### config.mk
export PLATFORM = sky130hd
export DESIGN_NAME = tape_block_framer_flat
export DESIGN_NICKNAME = d
export VERILOG_FILES = /design/src/rtl/core/tbf_pkg.sv /design/src/rtl/core/tbf_if.sv /design/src/rtl/core/tbf_buffer.sv /design/src/rtl/core/tape_block_framer.sv /design/src/flat_wrapper.sv
export SDC_FILE = /design/constraint.sdc
export NUM_CORES = 1
export LEC_CHECK = 0
export BUFFER_PORTS_ARGS = -buffer_cell sky130_fd_sc_hd__buf_2
export CORE_UTILIZATION = 59
export DETAILED_ROUTE_END_ITERATION = 8
export GPL_ROUTABILITY_DRIVEN = 0
export PLACE_DENSITY = 0.84
export SETUP_SLACK_MARGIN = 0.2
export SYNTH_ARGS = -nofsm -noshare
export SYNTH_HDL_FRONTEND = slang
export SYNTH_SLANG_ARGS = --single-unit
### constraint.sdc
create_clock -name clk_i -period 11.79 [get_ports clk_i]
set_clock_uncertainty 0.2 [all_clocks]
set_input_delay 1.179 -clock clk_i [delete_from_list [all_inputs] [get_ports clk_i]]
set_output_delay 1.179 -clock clk_i [all_outputs]
set_load 0.01 [all_outputs]
### src/rtl/core/tbf_pkg.sv
`timescale 1ns / 1ps
// ----------------------------------------------------------------------------
// Tape block framer package
// Shared widths, tape word constants, register indexes and the
// ones'-complement adder used for block checksums.
// ----------------------------------------------------------------------------
package tbf_pkg;

  localparam int WORD_W   = 18;
  localparam int ADDR_W   = 16;
  localparam int LOADER_W = 12;
  localparam int CFG_IDX_W = 2;

  typedef logic [WORD_W-1:0]   word_t;
  typedef logic [ADDR_W-1:0]   addr_t;
  typedef logic [LOADER_W-1:0] loader_t;

  // Input opcodes.
  localparam logic OP_DATA = 1'b0;
  localparam logic OP_END  = 1'b1;

  // Configuration register indexes.
  localparam logic [CFG_IDX_W-1:0] CFG_BLOCK_MODE     = 2'd0;
  localparam logic [CFG_IDX_W-1:0] CFG_EXTENDED_MODE  = 2'd1;
  localparam logic [CFG_IDX_W-1:0] CFG_LOADER_ADDRESS = 2'd2;

  // Tape words.
  localparam word_t BLOCK_MARK = 18'o330000;
  localparam word_t DEPOSIT_OP = 18'o320000;
  localparam word_t JUMP_OP    = 18'o600000;
  localparam word_t EXT_JUMP   = 18'o610000;

  // Reset value of the loader area base.
  localparam loader_t LOADER_RESET = 12'd4070;

  // 18-bit ones'-complement add with end-around carry.
  function automatic word_t oc_add(word_t a, word_t b);
    logic [WORD_W:0] s;
    s = {1'b0, a} + {1'b0, b};
    return s[WORD_W-1:0] + WORD_W'(s[WORD_W]);
  endfunction

endpackage

### src/rtl/core/tbf_if.sv
`timescale 1ns / 1ps
// ----------------------------------------------------------------------------
// Tape block framer channels
// Valid/ready channels for the input items and the punched tape words.
// ----------------------------------------------------------------------------
interface tbf_in_if;
  logic                      valid;
  logic                      ready;
  logic                      opcode;
  logic [tbf_pkg::ADDR_W-1:0] address;
  logic [tbf_pkg::WORD_W-1:0] data_word;

  modport source (output valid, output opcode, output address, output data_word,
                  input ready);
  modport sink (input valid, input opcode, input address, input data_word,
                output ready);
endinterface

interface tbf_out_if;
  logic                      valid;
  logic                      ready;
  logic [tbf_pkg::WORD_W-1:0] tape_word;
  logic                      last;
  logic                      error;

  modport source (output valid, output tape_word, output last, output error,
                  input ready);
  modport sink (input valid, input tape_word, input last, input error,
                output ready);
endinterface

### src/rtl/core/tbf_buffer.sv
`timescale 1ns / 1ps
// ----------------------------------------------------------------------------
// Tape block framer word buffer
// Single-port-write, single-port-read memory with a registered read.
// ----------------------------------------------------------------------------
module tbf_buffer #(
  parameter int DEPTH = 32,
  parameter int IDX_W = 5
) (
  input  logic                       clk_i,
  input  logic                       we_i,
  input  logic [IDX_W-1:0]           waddr_i,
  input  logic [tbf_pkg::WORD_W-1:0] wdata_i,
  input  logic [IDX_W-1:0]           raddr_i,
  output logic [tbf_pkg::WORD_W-1:0] rdata_o
);
  import tbf_pkg::*;

  word_t mem [DEPTH];
  word_t rdata_q;

  // Write port.
  always_ff @(posedge clk_i) begin
    if (we_i) begin
      mem[waddr_i] <= wdata_i;
    end
  end

  // Registered read port.
  always_ff @(posedge clk_i) begin
    rdata_q <= mem[raddr_i];
  end

  assign rdata_o = rdata_q;

endmodule

### src/rtl/core/tape_block_framer.sv
`timescale 1ns / 1ps
// ----------------------------------------------------------------------------
// Tape block framer
// Frames 18-bit words for a paper-tape block loader.
// ----------------------------------------------------------------------------
// Usage:
//   in_i carries one item per beat: a data word with its address, or an end
//   item with the start address. out_o carries the tape words in punch order;
//   last marks the final beat caused by an item, error marks a loader-area hit.
//   Configuration is written through cfg_we_i/cfg_idx_i/cfg_data_i while idle.
// Throughput and sequencing:
//   A data word that is only buffered is accepted, then stored. A direct-mode
//   pair gives an address and a data beat, a loader error one error beat.
//   A flush of N buffered words gives mark, start and end address beats, the
//   words and a checksum beat, one word per cycle while the output is not
//   held, paced by the single read port of the word buffer; the memory read
//   address is steered from the next pointer so the read latency is hidden.
//   The end item adds one or two jump beats. One item is worked on at a time;
//   the next is taken once its last beat, if any, is in the output register.
// Reset:
//   The buffer is empty, block and extended mode are on, and the loader area
//   starts at 4070. The buffer memory itself is not cleared.
// Stalls:
//   A held output beat stays in the output register; the framer waits and
//   loses nothing.
// ----------------------------------------------------------------------------
module tape_block_framer #(
  parameter int BLOCK_WORDS = 32
) (
  input  logic                          clk_i,
  input  logic                          rst_ni,
  tbf_in_if.sink                        in_i,
  tbf_out_if.source                     out_o,
  input  logic                          cfg_we_i,
  input  logic [tbf_pkg::CFG_IDX_W-1:0] cfg_idx_i,
  input  logic [tbf_pkg::LOADER_W-1:0]  cfg_data_i
);
  import tbf_pkg::*;

  localparam int CNT_W = $clog2(BLOCK_WORDS + 1);
  localparam int IDX_W = (BLOCK_WORDS > 1) ? $clog2(BLOCK_WORDS) : 1;
  localparam logic [CNT_W-1:0] CNT_FULL = CNT_W'(BLOCK_WORDS);
  localparam logic [CNT_W-1:0] CNT_ONE  = CNT_W'(1);

  typedef enum logic [3:0] {
    ST_IDLE, ST_DECIDE, ST_ERR, ST_PAIR_A, ST_PAIR_D, ST_MARK, ST_START,
    ST_ENDA, ST_WORD, ST_CSUM, ST_JUMP, ST_JADDR
  } state_e;

  state_e           state_q, state_d;
  logic             op_q, op_d;
  addr_t            addr_q, addr_d;
  word_t            data_q, data_d;
  logic [CNT_W-1:0] cnt_q, cnt_d;
  addr_t            start_q, start_d;
  word_t            sum_q, sum_d;
  logic [IDX_W-1:0] ptr_q, ptr_d;
  logic             out_valid_q, out_valid_d;
  word_t            tape_q, tape_d;
  logic             last_q, last_d;
  logic             err_q, err_d;
  logic             block_mode_q, ext_mode_q;
  loader_t          loader_q;

  logic             mem_we;
  logic [IDX_W-1:0] mem_waddr;
  word_t            rd_data;

  logic             slot_free;
  logic [ADDR_W:0]  end_sum;
  word_t            end_word;
  logic             loader_hit;
  logic             need_flush;
  logic             last_word;

  tbf_buffer #(
    .DEPTH (BLOCK_WORDS),
    .IDX_W (IDX_W)
  ) u_buffer (
    .clk_i   (clk_i),
    .we_i    (mem_we),
    .waddr_i (mem_waddr),
    .wdata_i (data_q),
    .raddr_i (ptr_d),
    .rdata_o (rd_data)
  );

  // Block end address and the tests made on a new data word.
  assign end_sum    = {1'b0, start_q} + (ADDR_W + 1)'(cnt_q);
  assign end_word   = WORD_W'(end_sum);
  assign loader_hit = (addr_q[ADDR_W-1:LOADER_W] == '0) &&
                      (addr_q[LOADER_W-1:0] >= loader_q);
  assign need_flush = (cnt_q >= CNT_FULL) || (cnt_q == '0) ||
                      ({1'b0, addr_q} != end_sum);
  assign last_word  = (CNT_W'(ptr_q) + CNT_ONE) == cnt_q;

  assign slot_free = !out_valid_q || out_o.ready;

  // Sequencer: walks one item through its tape beats.
  always_comb begin
    state_d     = state_q;
    op_d        = op_q;
    addr_d      = addr_q;
    data_d      = data_q;
    cnt_d       = cnt_q;
    start_d     = start_q;
    sum_d       = sum_q;
    ptr_d       = '0;
    out_valid_d = out_valid_q && !out_o.ready;
    tape_d      = tape_q;
    last_d      = last_q;
    err_d       = err_q;
    mem_we      = 1'b0;
    mem_waddr   = cnt_q[IDX_W-1:0];

    case (state_q)
      ST_IDLE: begin
        if (in_i.valid) begin
          op_d    = in_i.opcode;
          addr_d  = in_i.address;
          data_d  = in_i.data_word;
          state_d = ST_DECIDE;
        end
      end
      ST_DECIDE: begin
        if (op_q == OP_END) begin
          state_d = (cnt_q != '0) ? ST_MARK : ST_JUMP;
        end else if (block_mode_q) begin
          if (loader_hit) begin
            state_d = ST_ERR;
          end else if (need_flush && cnt_q != '0) begin
            state_d = ST_MARK;
          end else begin
            // The word continues the block, or opens an empty one.
            if (need_flush) begin
              start_d = addr_q;
            end
            mem_we  = 1'b1;
            cnt_d   = cnt_q + CNT_ONE;
            state_d = ST_IDLE;
          end
        end else begin
          state_d = ST_PAIR_A;
        end
      end
      ST_ERR: begin
        if (slot_free) begin
          out_valid_d = 1'b1;
          tape_d      = '0;
          last_d      = 1'b1;
          err_d       = 1'b1;
          state_d     = ST_IDLE;
        end
      end
      ST_PAIR_A: begin
        if (slot_free) begin
          out_valid_d = 1'b1;
          tape_d      = {{(WORD_W - ADDR_W){1'b0}}, addr_q} | DEPOSIT_OP;
          last_d      = 1'b0;
          err_d       = 1'b0;
          state_d     = ST_PAIR_D;
        end
      end
      ST_PAIR_D: begin
        if (slot_free) begin
          out_valid_d = 1'b1;
          tape_d      = data_q;
          last_d      = 1'b1;
          err_d       = 1'b0;
          state_d     = ST_IDLE;
        end
      end
      ST_MARK: begin
        if (slot_free) begin
          out_valid_d = 1'b1;
          tape_d      = BLOCK_MARK;
          last_d      = 1'b0;
          err_d       = 1'b0;
          state_d     = ST_START;
        end
      end
      ST_START: begin
        if (slot_free) begin
          out_valid_d = 1'b1;
          tape_d      = {{(WORD_W - ADDR_W){1'b0}}, start_q};
          last_d      = 1'b0;
          err_d       = 1'b0;
          sum_d       = {{(WORD_W - ADDR_W){1'b0}}, start_q};
          state_d     = ST_START == state_q ? ST_ENDA : state_q;
        end
      end
      ST_ENDA: begin
        if (slot_free) begin
          out_valid_d = 1'b1;
          tape_d      = end_word;
          last_d      = 1'b0;
          err_d       = 1'b0;
          sum_d       = oc_add(sum_q, end_word);
          state_d     = ST_WORD;
        end
      end
      ST_WORD: begin
        // The read address follows the next pointer, so rd_data always
        // holds the entry at ptr_q.
        ptr_d = ptr_q;
        if (slot_free) begin
          out_valid_d = 1'b1;
          tape_d      = rd_data;
          last_d      = 1'b0;
          err_d       = 1'b0;
          sum_d       = oc_add(sum_q, rd_data);
          if (last_word) begin
            state_d = ST_CSUM;
          end else begin
            ptr_d = ptr_q + IDX_W'(1);
          end
        end
      end
      ST_CSUM: begin
        if (slot_free) begin
          out_valid_d = 1'b1;
          tape_d      = sum_q;
          last_d      = (op_q == OP_DATA);
          err_d       = 1'b0;
          cnt_d       = '0;
          if (op_q == OP_END) begin
            state_d = ST_JUMP;
          end else begin
            // The breaking word opens the next block.
            start_d   = addr_q;
            mem_we    = 1'b1;
            mem_waddr = '0;
            cnt_d     = CNT_ONE;
            state_d   = ST_IDLE;
          end
        end
      end
      ST_JUMP: begin
        if (slot_free) begin
          out_valid_d = 1'b1;
          err_d       = 1'b0;
          if (ext_mode_q) begin
            tape_d  = EXT_JUMP;
            last_d  = 1'b0;
            state_d = ST_JADDR;
          end else begin
            tape_d  = {{(WORD_W - ADDR_W){1'b0}}, addr_q} | JUMP_OP;
            last_d  = 1'b1;
            state_d = ST_IDLE;
          end
        end
      end
      ST_JADDR: begin
        if (slot_free) begin
          out_valid_d = 1'b1;
          tape_d      = {{(WORD_W - ADDR_W){1'b0}}, addr_q};
          last_d      = 1'b1;
          err_d       = 1'b0;
          state_d     = ST_IDLE;
        end
      end
      default: begin
        state_d = ST_IDLE;
      end
    endcase
  end

  // State, registered outputs and configuration registers.
  always_ff @(posedge clk_i or negedge rst_ni) begin
    if (!rst_ni) begin
      state_q      <= ST_IDLE;
      op_q         <= OP_DATA;
      addr_q       <= '0;
      data_q       <= '0;
      cnt_q        <= '0;
      start_q      <= '0;
      sum_q        <= '0;
      ptr_q        <= '0;
      out_valid_q  <= 1'b0;
      tape_q       <= '0;
      last_q       <= 1'b0;
      err_q        <= 1'b0;
      block_mode_q <= 1'b1;
      ext_mode_q   <= 1'b1;
      loader_q     <= LOADER_RESET;
    end else begin
      state_q     <= state_d;
      op_q        <= op_d;
      addr_q      <= addr_d;
      data_q      <= data_d;
      cnt_q       <= cnt_d;
      start_q     <= start_d;
      sum_q       <= sum_d;
      ptr_q       <= ptr_d;
      out_valid_q <= out_valid_d;
      tape_q      <= tape_d;
      last_q      <= last_d;
      err_q       <= err_d;
      if (cfg_we_i) begin
        case (cfg_idx_i)
          CFG_BLOCK_MODE:     block_mode_q <= cfg_data_i[0];
          CFG_EXTENDED_MODE:  ext_mode_q   <= cfg_data_i[0];
          CFG_LOADER_ADDRESS: loader_q     <= cfg_data_i;
          default: begin
          end
        endcase
      end
    end
  end

  assign in_i.ready      = (state_q == ST_IDLE);
  assign out_o.valid     = out_valid_q;
  assign out_o.tape_word = tape_q;
  assign out_o.last      = last_q;
  assign out_o.error     = err_q;

`ifndef SYNTHESIS
  // The buffer never holds more than a block.
  a_cnt_bound: assert property (@(posedge clk_i) disable iff (!rst_ni)
    cnt_q <= CNT_FULL)
    else $error("block count exceeds the buffer depth");

  // Words are only read out below the fill count.
  a_ptr_bound: assert property (@(posedge clk_i) disable iff (!rst_ni)
    (state_q == ST_WORD) |-> (CNT_W'(ptr_q) < cnt_q))
    else $error("buffer read beyond the fill count");

  // An error beat is always a lone zero word.
  a_err_beat: assert property (@(posedge clk_i) disable iff (!rst_ni)
    (out_o.valid && out_o.error) |-> (out_o.last && out_o.tape_word == '0))
    else $error("error beat is not a lone zero word");

  // An accepted item is worked on before the next one is taken.
  a_one_item: assert property (@(posedge clk_i) disable iff (!rst_ni)
    (in_i.valid && in_i.ready) |=> !in_i.ready)
    else $error("second item taken while one is at work");
`endif

endmodule
### src/flat_wrapper.sv
// flat-port wrapper written by rule: the top's interface ports become plain ports
module tape_block_framer_flat import tbf_pkg::*;
#(
  parameter int BLOCK_WORDS = 32
)
  (clk_i, rst_ni, cfg_we_i, cfg_idx_i, cfg_data_i, in_i_valid, in_i_opcode, in_i_address, in_i_data_word, in_i_ready, out_o_valid, out_o_tape_word, out_o_last, out_o_error, out_o_ready);
  tbf_in_if in_i_i ();
  tbf_out_if out_o_i ();
  input  logic clk_i;
  input  logic rst_ni;
  input  logic cfg_we_i;
  input  logic [tbf_pkg::CFG_IDX_W-1:0] cfg_idx_i;
  input  logic [tbf_pkg::LOADER_W-1:0] cfg_data_i;
  input wire logic [$bits(in_i_i.valid)-1:0] in_i_valid;
  input wire logic [$bits(in_i_i.opcode)-1:0] in_i_opcode;
  input wire logic [$bits(in_i_i.address)-1:0] in_i_address;
  input wire logic [$bits(in_i_i.data_word)-1:0] in_i_data_word;
  output wire logic [$bits(in_i_i.ready)-1:0] in_i_ready;
  output wire logic [$bits(out_o_i.valid)-1:0] out_o_valid;
  output wire logic [$bits(out_o_i.tape_word)-1:0] out_o_tape_word;
  output wire logic [$bits(out_o_i.last)-1:0] out_o_last;
  output wire logic [$bits(out_o_i.error)-1:0] out_o_error;
  input wire logic [$bits(out_o_i.ready)-1:0] out_o_ready;
  assign in_i_i.valid = in_i_valid;
  assign in_i_i.opcode = in_i_opcode;
  assign in_i_i.address = in_i_address;
  assign in_i_i.data_word = in_i_data_word;
  assign in_i_ready = in_i_i.ready;
  assign out_o_valid = out_o_i.valid;
  assign out_o_tape_word = out_o_i.tape_word;
  assign out_o_last = out_o_i.last;
  assign out_o_error = out_o_i.error;
  assign out_o_i.ready = out_o_ready;
  tape_block_framer #(.BLOCK_WORDS(BLOCK_WORDS)) u_core (.clk_i(clk_i), .rst_ni(rst_ni), .in_i(in_i_i), .out_o(out_o_i), .cfg_we_i(cfg_we_i), .cfg_idx_i(cfg_idx_i), .cfg_data_i(cfg_data_i));
endmodule
==> metrics.md <==
| Metric | Value |
|---|---|
| Worst path top cell family by delay | `buffers and inverters` |
| Mapped Cells | `2677` |
| Critical path cell sequence | `xnor2_1 > o31a_1 > o21ai_1 > mux2_8 > inv_8 > buf_4 > buf_4 > a21oi_1 > a32oi_1 > o22ai_1 > nor4_1` |
| CP bufs+invs | `3` |
| Crit end category | `flop` |
| Max-Cap Viols | `0` |
| Gate power share | `between 30% and 40%` |
| Warnings from Yosys | `0` |
| Fin. Hold Viols | `0` |
| Met2 routed WL | `approximately 43000 µm` |
| Status | `completed` |
| Metal-1 WL | `32120 µm` |
| Crit path top cell by count | `buf_4` |
| Via Count | `roughly 25k` |
| Area grow syn2layout | `10.59%` |
| Synthesized cell area | `around 32000 µm²` |
| CP arrival | `6.66 ns` |
| Sw Share | `38.10%` |
| Data required time of the worst path | `approximately 12 ns` |
| Post-DP HPWL | `between 50000 and 60000 µm` |
| Residual DRC | `0` |
| First-pass detailed-route iteration total | `8` |
| Initial Util | `approximately three fifths` |
| Worst Slack Setup Final | `5.451 ns` |
| Slew HR | `between 6 and 7%` |
| Leak pwr | `12.84 nW` |
| Max Freq | `0.1577 GHz` |
| Buffers on Ports | `75` |
| Routed wl met3 | `13030 µm` |
| Post-CTS setup buffer count | `0` |
| Worst Path Class, Setup | `flop to flop` |
| Initial DRC Count | `between 4k and 5k` |
| Pre-CTS setup slack | `approximately 5.4 ns` |
| Hold crit path type | `flop to flop` |
| Async SR Flop Fraction | `around 17%` |
| Slew Limit Fails | `0` |
| Vias in the first global route | `approximately 24k` |
| # IOs | `76` |
| Nets | `2831` |
| CTS tree | `done` |
| CTS Buf Count | `69` |
| CTS clk-pin slew, worst paths | `roughly 0.07 ns` |
| RSZ-0062 raised after global routing | `false` |
| Least-Margin Pin Slew | `around 1.4 ns` |
| Synth top area share | `53.67%` |
| Post-CTS resize count | `0` |
| Internal | `5.739 mW` |
| ANT nets after route | `0` |
| Post-synthesis sequential element count | `713` |
| Die ar. | `between 50000 and 60000 µm²` |
| Rows | `85` |
| Top Layer Used | `met5` |
| Seq/Total Area, Yosys | `between 60 and 70%` |
| Initial antenna violation count | `7` |
| Clk buf depth | `3` |
| Final Util | `between 60% and 70%` |
| Fin crit period | `6.339 ns` |
| # setup viols final | `0` |
| Die Ht | `235.7 µm` |
| Num Clock Sinks | `about 700` |
| First-pass GRT wire length | `140300 µm` |
| Power density cells | `260.1 nW/µm²` |
| Cell variety after synth | `between 70 and 80` |
| Grt ovf | `0` |
| Crit path launch type | `flop` |
| CTS hold repair buffers | `0` |
| Final wirelength | `approximately 95000 µm` |
| Post-synth EDFFs | `between 500 and 600` |
| Syn nets | `about 2.8k` |
| Slowest CP cell | `dfrtp_1` |
| Share of layout cells above drive strength 1 | `~13%` |
| Clock power frac | `about a quarter` |
| Width of the die | `around 240 µm` |
| Core box area | `53920 µm²` |
| CP max stage delay | `between 0.8 and 0.9 ns` |
| Worst hold slack | `between 0.2 and 0.3 ns` |
| Wire per inst | `27.36 µm` |
| Worst-path fanout max | `between 100 and 150` |
| # H-tree levels | `3` |
| Synth Area per Inst | `about 12 µm²` |
| Root Driver | `clkbuf_16` |
| Sequential share of power | `between 40% and 50%` |
| GRT Total Usage | `33.61%` |
| Switching power total | `about 3.5 mW` |
| Max VDD drop | `a little over 0.0002 V` |
| Skew-Pair Late Insertion Delay | `0.65 ns` |
| Yosys top cell by area | `edfxtp_1` |
| Synth Flop Type | `edfxtp_1` |
| Tcrit/Tclk final | `a little over half` |
| Pin count of the biggest net entering global routing | `132` |
| Setup TNS | `0 ns` |
| Top cells by area, synth | `edfxtp_1 (54%), dfrtp_1 (8.4%), nand2_1 (6.4%)` |
| Routed vias/inst | `about 7.1` |
==> cells by family after synthesis <==
logic type                 share of synthesized area (%)
AOI/OAI and AO/OA                                  14.13
xor gates and xnor gates                           2.555
adders and majority gates                          2.671
buffers and inverters                              2.822
DFF                                                64.07
muxes                                              2.329
and+or+nand+nor                                    11.43
==> cell type report <==
type,count,area [µm²]
timing repair buffer,133,813.3
clock inverter,29,345.3
antenna,1,2.502
sequential,713,20650
multi-input combinational,1753,10840
inverter,40,157.7
tap,696,870.8
fill,3482,18280
clock buffer,99,1962
==> synthesized netlist by cell type, types with 4 or more instances <==
cell         n
edfxtp_1   576
nand2_1    553
a21oi_1    212
a32oi_1    143
dfrtp_1    108
clkbuf_1   102
o21ai_0     79
o22ai_1     77
nor2_1      76
ha_1        64
mux2_2      64
xnor2_1     59
buf_2       50
inv_1       39
nor4_1      39
nand3_1     37
xor2_1      35
nor3_1      32
a22oi_1     30
a221oi_1    20
a21o_1      18
dfxtp_1     18
nand4_1     15
o21a_1      15
or3_1       15
and3_1      14
nand2b_1    13
dfstp_2     11
nor2b_1     11
a211oi_1    10
o211ai_1    10
and2_1       9
a31oi_1      8
buf_1        7
o31a_1       7
buf_4        6
a222oi_1     5
nand3b_1     5
o31ai_1      5
or2_2        5
a2bb2oi_1    4
buf_6        4
nor3b_1      4
==> cell usage in the layout, fill, tap and decap left out, types with 20 or more instances in the layout <==
master	n
edfxtp_1	576
nand2_1	553
a21oi_1	212
a32oi_1	143
dfrtp_1	108
o21ai_0	79
o22ai_1	77
buf_2	74
clkbuf_16	71
nor2_1	70
ha_1	64
mux2_2	63
xnor2_1	59
buf_4	59
inv_1	39
nand3_1	37
xor2_1	35
a22oi_1	30
nor3_1	27
nor4_1	24
a221oi_1	20
clkbuf_1	20
==> metrics by stage <==
stage,total power [mW],instance area (µm²),cells
floorplan,5.853,32230,2677
global placement,6.737,33330,3335
detailed placement,6.878,33330,3335
CTS,9.132,35640,3463
global route,9.579,35640,3463
finish,9.271,35640,3464
==> state kept, by name, indices dropped and copies added (netlist names) <==
register	count
u_core.block_mode_q	1
u_core.start_q	16
u_core.out_o.error	1
u_core.ptr_q	5
u_core.ext_mode_q	1
u_core.out_o.tape_word	18
u_core.addr_q	16
u_core.cnt_q	6
u_core.data_q	18
u_core.out_o.valid	1
u_core.out_o.last	1
u_core.op_q	1
u_core.sum_q	18
u_core.u_buffer.rdata_o	18
u_core.state_q	4
u_core.u_buffer.mem	576
u_core.loader_q	12
==> worst paths after layout <==
| check | startpoint | endpoint | slack (ns) | cells after the start |
|---|---|---|---|---|
| worst min register to register | u_core.out_o.tape_word[7] | u_core.out_o.tape_word[7] | 0.29 | 2 |
| worst max-delay path | u_core.cnt_q[4] | u_core.u_buffer.rdata_o[2] | 5.45 | 11 |
| min in group asynchronous | rst_ni | u_core.sum_q[7] | 0.35 | 1 |
| worst min-delay path | u_core.out_o.tape_word[7] | u_core.out_o.tape_word[7] | 0.29 | 2 |
| max in group asynchronous | rst_ni | u_core.data_q[13] | 9.56 | 2 |
| worst max register to register | u_core.cnt_q[4] | u_core.u_buffer.rdata_o[2] | 5.45 | 11 |
==> worst reg2reg max path, stage by stage, from the launching register on <==
cell and delay, ns:
dfrtp_1 0.83, xnor2_1 0.20, o31a_1 0.32, o21ai_1 0.66, mux2_8 0.70, inv_8 0.70, buf_4 0.77, buf_4 0.83
a21oi_1 0.25, a32oi_1 0.26, o22ai_1 0.14, nor4_1 0.37
==> power by group through the flow <==
| stage | sequential, mW | clock, mW | combinational, mW |
|---|---|---|---|
| 2_1_floorplan | 3.58 | 0 | 2.28 |
| 5_1_grt | 3.71 | 2.35 | 3.52 |
| 4_1_cts | 3.67 | 2.26 | 3.20 |
| 3_5_place_dp | 3.72 | 0 | 3.15 |
| 6_report | 3.71 | 2.26 | 3.30 |
| 3_3_place_gp | 3.71 | 0 | 3.03 |
==> metal layers <==
metal / global-route usage [%] / vias up
met3: 9.451 / 477
met5: 0 / -
met2: 51.56 / 2102
li1: - / 10190
met1: 42.15 / 11800
met4: 21.67 / 4
(Power assumes the default switching activity.)
